## config.mk

```make
export PLATFORM = sky130hd
export DESIGN_NAME = hmb_cell
export DESIGN_NICKNAME = d
export VERILOG_FILES = /design/src/rtl/core/horizontal_motion_blur_top_defines.svh /design/src/rtl/core/hmb_pkg.sv /design/src/rtl/core/hmb_cell.sv
export SDC_FILE = /design/constraint.sdc
export NUM_CORES = 1
export LEC_CHECK = 0
export BUFFER_PORTS_ARGS = -buffer_cell sky130_fd_sc_hd__buf_2
export CORE_UTILIZATION = 45
export DETAILED_ROUTE_END_ITERATION = 7
export PLACE_DENSITY_LB_ADDON = 0.12
export REMOVE_ABC_BUFFERS = 1
export SLEW_MARGIN = 15
export SYNTH_ARGS = -nofsm -noshare
export SYNTH_HDL_FRONTEND = slang
export SYNTH_SLANG_ARGS = --single-unit
```

## constraint.sdc

```tcl
create_clock -name i_clk -period 2.27 [get_ports i_clk]
set_input_delay 0.454 -clock i_clk [delete_from_list [all_inputs] [get_ports i_clk]]
set_output_delay 0.454 -clock i_clk [all_outputs]
set_load 0.02 [all_outputs]
```

## src/rtl/core/horizontal_motion_blur_top_defines.svh

```systemverilog
// Assertion macros used by the blur top.
`ifndef HORIZONTAL_MOTION_BLUR_TOP_DEFINES_SVH
`define HORIZONTAL_MOTION_BLUR_TOP_DEFINES_SVH

`ifndef ASSERT_OFF
// Checked while reset is released.
`define HMB_ASSERT_RST(lbl, clk, rst_n, prop, msg) \
    lbl: assert property (@(posedge clk) disable iff (!rst_n) prop) else $error(msg);
// Checked at every edge, reset included.
`define HMB_ASSERT_ALWAYS(lbl, clk, prop, msg) \
    lbl: assert property (@(posedge clk) prop) else $error(msg);
`else
`define HMB_ASSERT_RST(lbl, clk, rst_n, prop, msg)
`define HMB_ASSERT_ALWAYS(lbl, clk, prop, msg)
`endif

`endif

```

## src/rtl/core/hmb_pkg.sv

```systemverilog
package hmb_pkg;

    localparam int WINDOW    = 50;
    localparam int CNT_W     = 6;
    localparam int NCH       = 3;
    localparam int HALF_W    = 7;
    localparam int STEP_W    = 6;
    localparam int DIV_STEPS = 7;

    // Channels packed as {red, green, blue}.
    typedef logic [NCH-1:0][7:0]        t_pix;
    typedef logic [NCH-1:0][HALF_W-1:0] t_half;

    typedef struct packed {
        logic load;
        logic shift;
        logic div_init;
        logic div_step;
        logic q_shift;
    } t_cell_ctrl;

    // floor(c / (2 * WINDOW)) for one 8-bit channel, found by counting the
    // multiples of 2 * WINDOW that the channel reaches.
    function automatic logic [HALF_W-1:0] f_term(input logic [7:0] c);
        logic [HALF_W-1:0] t;
        t = '0;
        for (int k = 1; k <= 255 / (2 * WINDOW); k++) begin
            if (int'(c) >= k * 2 * WINDOW) begin
                t = HALF_W'(k);
            end
        end
        return t;
    endfunction

endpackage

```

## src/rtl/core/hmb_cell.sv

```systemverilog
module hmb_cell import hmb_pkg::*; (
    input  logic             i_clk,
    input  t_cell_ctrl       i_ctrl,
    input  logic             i_load,
    input  t_pix             i_load_px,
    input  t_pix             i_nbr_px,
    input  t_half            i_nbr_q,
    input  logic [CNT_W-1:0] i_div,
    output t_pix             o_px,
    output t_half            o_q
);

    t_pix  r_px;
    t_half r_rem;
    t_half r_quo;
    t_half n_rem;
    t_half n_quo;

    // One restoring division step per channel: half the channel over i_div.
    always_comb begin
        logic [HALF_W-1:0] t;
        for (int c = 0; c < NCH; c++) begin
            t = {r_rem[c][HALF_W-2:0], r_quo[c][HALF_W-1]};
            if (t >= HALF_W'(i_div)) begin
                n_rem[c] = t - HALF_W'(i_div);
                n_quo[c] = {r_quo[c][HALF_W-2:0], 1'b1};
            end else begin
                n_rem[c] = t;
                n_quo[c] = {r_quo[c][HALF_W-2:0], 1'b0};
            end
        end
    end

    // Pixel holder, divider and quotient chain stage.
    always_ff @(posedge i_clk) begin
        if (i_ctrl.shift) begin
            r_px <= i_nbr_px;
        end else if (i_ctrl.load && i_load) begin
            r_px <= i_load_px;
        end
        if (i_ctrl.div_init) begin
            r_rem <= '0;
            for (int c = 0; c < NCH; c++) begin
                r_quo[c] <= r_px[c][7:1];
            end
        end else if (i_ctrl.div_step) begin
            r_rem <= n_rem;
            r_quo <= n_quo;
        end else if (i_ctrl.q_shift) begin
            r_quo <= i_nbr_q;
        end
    end

    assign o_px = r_px;
    assign o_q  = r_quo;

endmodule

```

# Word-level counts from Yosys, hierarchy flattened
# Index checks and enable logic that the tools add are counted.
# Widths: inputs -> output; s select.
# op_classes
add_sub_neg	3
order_cmp	3
mux	11
reduce_logical	3
# ops
cell	n
$mux 21	3
$mux 24	2
$ge 7x6->1	3
$mux 6	3
$sub 6x6->6	3
$mux 1	3
$reduce_bool 3->1	1
$reduce_bool 2->1	1
$logic_and 1x1->1	1
# word_totals
ff_bits	63
in_bits	82
output_inout_bits	45

# Logic depth before layout (Yosys ltp)
# Gate-level depths: netlist (run 1).
# depth
depth_word	4
mapped_depth	9
ltp_nobuf	9

# Least setup slack after synthesis (run 1)
# OpenSTA, ideal clock, no wires.
# synth_path
path_kind	input to register
start	in i_div[2]
end	reg r_rem[5] (netlist name)
setup_time_ns	0.088
t_arrival_ns	1.920
setup_slack_ns	0.262
path_stages	7
n_path_buf	0
cell_sequence	inv_1 -> ha_1 -> a21oi_2 -> nand2_2 -> or4_1 -> a31o_1 -> a311oi_2
# synth_between
elab_chain_len	2
# synth_lines
item	line	source
start: declaration	hmb_cell.sv:8	input logic [CNT_W-1:0] i_div,
$sub 6x6->6 or $ge 7x6->1 (tied branches)	hmb_cell.sv:25, hmb_cell.sv:24	
$mux 6 (*)	hmb_cell.sv:24	if (t >= HALF_W'(i_div)) begin
end signal: assignment	hmb_cell.sv:47	r_rem <= n_rem;
end: declaration	hmb_cell.sv:14	t_half r_rem;
# Every way passes the cells marked *; elsewhere a longest branch is shown, timed or not.
# A chain may end at the register's enable or synchronous reset.

# Worst setup path after layout (run 1)
# layout_path
start	reg r_quo (netlist bit o_q[6])
end	reg r_rem[4] (netlist name)
# layout_between
elab_chain_len	2
# layout_lines
item	line	source
start: declaration	hmb_cell.sv:15	t_half r_quo;
start signal: indexed assignment	hmb_cell.sv:44	r_quo[c] <= r_px[c][7:1];
start signal: assignment	hmb_cell.sv:48	r_quo <= n_quo;
start signal: assignment	hmb_cell.sv:50	r_quo <= i_nbr_q;
$sub 6x6->6 or $ge 7x6->1 (tied branches)	hmb_cell.sv:25, hmb_cell.sv:24	
$mux 6 (*)	hmb_cell.sv:24	
# Marks and branches as above.

==> key figures, run 1 <==
Outcome
  – Status: completed

Power and ir drop
  – Clock share of power: 28.1%
  – Leak: 0.00216 µW
  – Max VDD drop: ~0.37 mV
  – Power density over the cells: about 720 mW/mm²
  – Sw Ratio: 32.3%
  – Sequential power share: about 43%
  – Pint: 2340 µW
  – Comb power frac: 29.0%
  – NetSw: roughly 1100 µW

Clock network
  – CTS resizes: 0
  – Post-CTS setup buffers: 0
  – Total clock sinks: 63
  – CTS Buf Count: 9
  – CTS tree: built
  – CTS Buffer Depth: 2
  – Clk_lat worst skew: around 340 ps
  – Root Driver: clkbuf_8
  – CTS clk-pin slew, worst paths: 70 ps
  – Cts hold-fix bufs: 0
  – Htree depth: 3

STA
  – Worst slew pin tran: 445 ps
  – Setup TNS: 0 ps
  – Final worst-path cycle share: between 80% and 90%
  – Count of pins over their slew limit: 0
  – Slew HR: 70.4%
  – RSZ-0062 raised after global routing: false
  – Worst clock skew: ~10 ps
  – Worst hold margin: 411 ps
  – Final min period: 2040 ps
  – Final setup viols: 0
  – Fmax: approximately 500 MHz
  – Hold Fails Final Rpt: 0

Synth
  – Synth Flop Type: edfxtp_1
  – Top cell type by total area after synthesis: edfxtp_1
  – Seq/Total Area, Yosys: 46.0%
  – Synth area leaders: edfxtp_1, dfxtp_1, mux2_2, mux2i_1, ha_1
  – Post-synth top area share: 36.3%
  – #FFs+latches synth: 63
  – Syn_area_per_cell: 10.9 µm²
  – Post-synth ARST share: 0%
  – Most common library cells after synthesis: edfxtp_1, nand2_1, mux2i_1
  – Count leader, synth: edfxtp_1
  – Synth Cell Area: 0.00372 mm²
  – Yosys warns: 0
  – EDFF count, synth: 45
  – Synth cell types: 48
  – Cell count after synthesis: 341

Critical path
  – R2R Path End: r_rem[4]
  – R2r setup slk: 230 ps
  – Reg2reg path depth: 9
  – Critical Path AT: around 2300 ps
  – Critical R2R Launch: o_q[6]
  – Type of origin of the critical path: flop
  – Worst EP required: 2520 ps
  – Crit Path Class: flop to flop
  – Crit. End Element: flop
  – Worst-path fanout max: 3

GRT
  – Number of global-route vias before repair: 2949
  – Total track usage: 21.9%
  – First-pass GRT wire length: 14400 µm
  – Largest net degree at the start of global routing: 39
  – Initial antenna violation count: 1
  – Overflow after GRT: 0

Routing
  – Routed length per instance: between 15 and 20 µm
  – Total routed wirelength: 8960 µm
  – DR vias: 3078
  – DRT Pass-1 Iters: 4
  – DR iter-0 viols: 96
  – Antenna-violating nets left: 0
  – Drc violations: 0
  – Vias per std cell: ~5.3

Floorplan
  – Number of I/O pins: 127
  – Die width: 93.0 µm
  – Placement row count: 32
  – Die height: approximately 93 µm
  – Die Area: 0.00865 mm²
  – Core Area: 0.00785 mm²
  – Initial core utilization: 47.5%

Placed design
  – Dpl cell area: around 0.0046 mm²
  – GPL Wtd Cong: about 0.87
  – Port Buffer Count: 126
  – Detailed placement HPWL: 6740 µm

Final layout
  – # fillers: 709
  – Layout Nets: 582
  – Share of layout cells above drive strength 1: 40.8%
  – Post-layout util: 60.7%
  – P&R area growth vs syn: 27.8%
  – Post-route cell area: 0.00476 mm²
  – # diodes: 0

Worst hold path
  – Hold Crit Endpoint: o_px[0]
  – Worst hold stages: 2
  – Hold_sp: i_nbr_px[0]
  – Worst hold path class: primary input to flop

Flow run
  – Max-cap violations: 0
==> kinds of logic (layout without fill, tap and decap cells) <==
| group | Yosys count | after routing | synth area share [%] |
|---|---|---|---|
| XOR/XNOR | 6 | 6 | 1.41 |
| AND/OR/NAND/NOR | 91 | 91 | 12.9 |
| adder cells (fa/ha/maj) | 21 | 21 | 7.66 |
| buffers and inverters | 31 | 173 | 3.22 |
| multiplexers | 49 | 49 | 14.0 |
| flip-flops | 63 | 63 | 46.0 |
| AO/OA/AOI/OAI | 80 | 80 | 14.9 |
==> worst max-delay path by stage <==
stage | from | end | slack (ps) | cells after the start
after floorplan | i_div[2] | r_rem[5] | 260 | 7
after global placement | i_div[4] | r_rem[18] | 70 | 9
after detailed placement | i_div[2] | r_rem[8] | 40 | 9
after CTS | o_q[6] | r_rem[4] | 210 | 9
after global routing | o_q[13] | r_rem[11] | 70 | 9
final | o_q[6] | r_rem[4] | 230 | 9
==> per-layer routing <==
layer	vias to the layer above	wire length (µm)	global-route usage, %
met5	-	0	0
met4	0	155	8.21
met3	13	586	6.18
met2	96	4320	36.2
met1	1407	3900	27.2
li1	1562	-	-
==> through the flow <==
step | worst slack [ps] | power [µW] | std cells
after floorplan | 262 | 2120 | 324
after global placement | 67.6 | 2480 | 570
after detailed placement | 40.6 | 2500 | 570
after CTS | 211 | 3470 | 585
after global routing | 69.5 | 3640 | 585
final | 230 | 3450 | 585
==> worst max-delay path, cell delays in order, from the launching register on <==
cell and delay [ps]:
edfxtp_1 440, inv_1 80, ha_1 150, inv_1 50
fa_1 400, a21o_2 240, a21oi_1 170, xnor2_1 130
mux2i_1 80, a211oi_1 220
==> cell type report <==
| cell class | instances | area, µm² | share of cell area (%) |
|---|---|---|---|
| repair buffers | 144 | 791 | 16.6 |
| clock inverters | 6 | 62.6 | 1.31 |
| well taps | 102 | 128 | 2.68 |
| inverters | 14 | 52.6 | 1.10 |
| flip-flops and latches | 63 | 1710 | 35.9 |
| clock buffers | 9 | 124 | 2.60 |
| multi-input cells | 247 | 1890 | 39.8 |
==> power by group through the flow <==
stage	Combinational [µW]	Clock, µW	Sequential, µW
floorplan	498	0	1620
global placement	982	0	1500
detailed placement	999	0	1500
CTS	1010	985	1480
global route	1100	1030	1500
finish	1000	968	1480
==> placed cells by master, fill, tap and decap left out, types with 4 or more instances in the layout <==
cell type,instances
a21oi_1,9
ha_1,18
inv_1,14
clkbuf_8,9
dfxtp_1,18
buf_4,16
a311oi_1,4
mux2_2,24
mux2i_1,25
nor3_1,4
nand2b_1,4
a211oi_1,9
buf_2,126
o21ai_0,22
a21o_1,7
nor2_1,23
nand2_1,29
edfxtp_1,45
a31oi_1,4
nand4b_1,6
nor2b_1,5
==> registers in the layout, indices dropped and copies added, names as in the netlist <==
register,cells
o_px,24
o_q,21
r_rem,18
(Power assumes the default switching activity.)
==> inputs of run 2 (changes only) <==
Settings changed: CORE_UTILIZATION 45 to 34.
==> key figures, run 2 (synthesis results as in run 1) <==
Critical path
  – Worst-path fanout max: 3 (unchanged)
  – Critical Path AT: 2270 ps (-20 ps)
  – Critical R2R Launch: o_q[13]
  – Critical path's slowest cell: edfxtp_1
  – Type of origin of the critical path: flop
  – Crit. End Element: flop
  – CP peak stage delay: 420 ps (-20 ps)
  – Crit Path Class: flop to flop
  – Buf+Inv Stages, Crit Path: 2 (unchanged)
  – Crit. Startpoint: o_q[13]
  – Most frequent CP cell: inv_1
  – Delay-heaviest family, CP: compound AO/OA/AOI/OAI gates
  – Worst EP required: 2540 ps (+20 ps)
  – Chain of cells forming the critical path: inv_1 -> ha_1 -> inv_1 -> fa_1 -> a21o_1 -> a21oi_1 -> xnor2_1 -> mux2i_1 -> a211oi_1

Final layout
  – Most frequent cells in the layout: buf_2, edfxtp_1, nand2_1, mux2i_1, mux2_2
  – Layout Nets: 586 (+0.69%)
  – # fillers: 1059 (+49%)
  – # diodes: 0 (unchanged)
  – Post-layout util: 46.2% (-14 points)
  – Max reg flops: 24 (unchanged)
  – Share of layout cells above drive strength 1: 41.2% (+0.40 points)
  – P&R area growth vs syn: 29.8%
  – Most common cell after layout, fill and taps aside: buf_2

GRT
  – First-pass GRT wire length: 15300 µm (+6.2%)
  – Overflow after GRT: 0 (unchanged)
  – Largest net degree at the start of global routing: 49 (+26%)
  – Total track usage: 17.6% (-4.3 points)
  – Initial antenna violation count: 0 (-1)
  – Number of global-route vias before repair: 3092 (+4.8%)

Clock network
  – CTS Buffer Depth: 2 (unchanged)
  – CTS Buf Count: 9 (unchanged)
  – Clk_lat worst skew: 360 ps (+20 ps)
  – CTS tree: built
  – Htree depth: 3 (unchanged)
  – Cts hold-fix bufs: 0 (unchanged)
  – Root Driver: clkbuf_8
  – CTS clk-pin slew, worst paths: 80 ps (about the same)
  – Total clock sinks: 63 (unchanged)
  – Post-CTS setup buffers: 0 (unchanged)
  – CTS resizes: 0 (unchanged)

STA
  – Slew HR: 68.7% (-1.7 points)
  – Worst slew pin tran: 470 ps (+25.2 ps)
  – Count of pins over their slew limit: 0 (unchanged)
  – Final setup viols: 0 (unchanged)
  – Hold Fails Final Rpt: 0 (unchanged)
  – Final worst-path cycle share: 88.0% (-1.9 points)
  – RSZ-0062 raised after global routing: false
  – Final min period: 2000 ps (-42.6 ps)
  – Worst clock skew: 18.0 ps (+7.54 ps)
  – Setup TNS: 0 ps (unchanged)
  – Fmax: 501 MHz (+2.1%)

Floorplan
  – Core Area: 0.0105 mm² (+33%)
  – Die width: 107 µm (+15%)
  – Number of I/O pins: 127 (unchanged)
  – Initial core utilization: 35.6% (-12 points)
  – Die height: 107 µm (+15%)
  – Placement row count: 37 (+16%)
  – Die Area: 0.0114 mm² (+32%)

Power and ir drop
  – Power density over the cells: 725 mW/mm² (about the same)
  – Max VDD drop: 0.370 mV (-1.2%)
  – Leak: 0.00217 µW (+0.19%)

Routing
  – Drc violations: 0 (unchanged)
  – DR iter-0 viols: 111 (+16%)
  – DR vias: 3022 (-1.8%)
  – Antenna-violating nets left: 0 (unchanged)
  – Total routed wirelength: 9260 µm (+3.3%)
  – DRT Pass-1 Iters: 4 (unchanged)
  – Vias per std cell: 4.84 (-8.0%)
  – Routed length per instance: 14.8 µm (-3.1%)

Placed design
  – GPL Wtd Cong: 0.797 (-8.1%)
  – Detailed placement HPWL: 6940 µm (+3.0%)
  – Port Buffer Count: 126 (unchanged)

Worst hold path
  – Hold_sp: i_load_px[14]
  – Worst hold path class: primary input to flop

Outcome
  – Status: completed

Flow run
  – Max-cap violations: 0 (unchanged)
## run 2: cell type report
cell class	count	area [µm²]	share of cell area, %
multi-input cells	247	1890	39.2
flip-flops and latches	63	1710	35.4
repair buffers	148	808	16.7
well taps	136	170	3.52
clock buffers	10	128	2.64
clock inverters	6	70.1	1.45
inverters	14	52.6	1.09
## run 2: path summary, 6_finish.rpt
kind	endpoint	slack (ps)	cells after the start
worst min register to register	r_rem[19]	520	2
worst max-delay path	r_rem[11]	270	9
worst min-delay path	o_px[14]	410	2
worst max register to register	r_rem[11]	270	9
## run 2: metal layers
metal / wire, µm / global-route usage, % / vias to the layer above
met5: 0 / 0 / -
li1: - / - / 1567
met1: 4210 / 22.2 / 1351
met4: 102 / 4.99 / 0
met3: 695 / 6.20 / 8
met2: 4250 / 28.3 / 96
## run 2: power by group
part	leakage, µW	switching [µW]	internal [µW]
registers	0.000612	88.3	1390
logic	0.00147	556	451
clock network	0.0000891	502	513
## run 2: through the flow
step / instance area, µm² / setup slack [ps] / power, µW / cells / hold slack (ps)
3_5_place_dp: 4640 / 12.7 / 2520 / 608 / 504
4_1_cts: 4830 / 264 / 3540 / 624 / 391
2_1_floorplan: 3660 / 262 / 2120 / 324 / 464
5_1_grt: 4830 / 140 / 3720 / 624 / 392
6_report: 4830 / 272 / 3500 / 624 / 407
3_3_place_gp: 4640 / 50.2 / 2510 / 608 / 496
## run 2: worst reg2reg max path, delay by kind of cell (launching register included)
| kind | cells | cell delay [ps] |
|---|---|---|
| buffers and inverters | 2 | 130 |
| flip-flops | 1 | 420 |
| AO/OA/AOI/OAI | 3 | 580 |
| multiplexers | 1 | 90 |
| XOR/XNOR | 1 | 140 |
| adder cells (fa/ha/maj) | 2 | 560 |
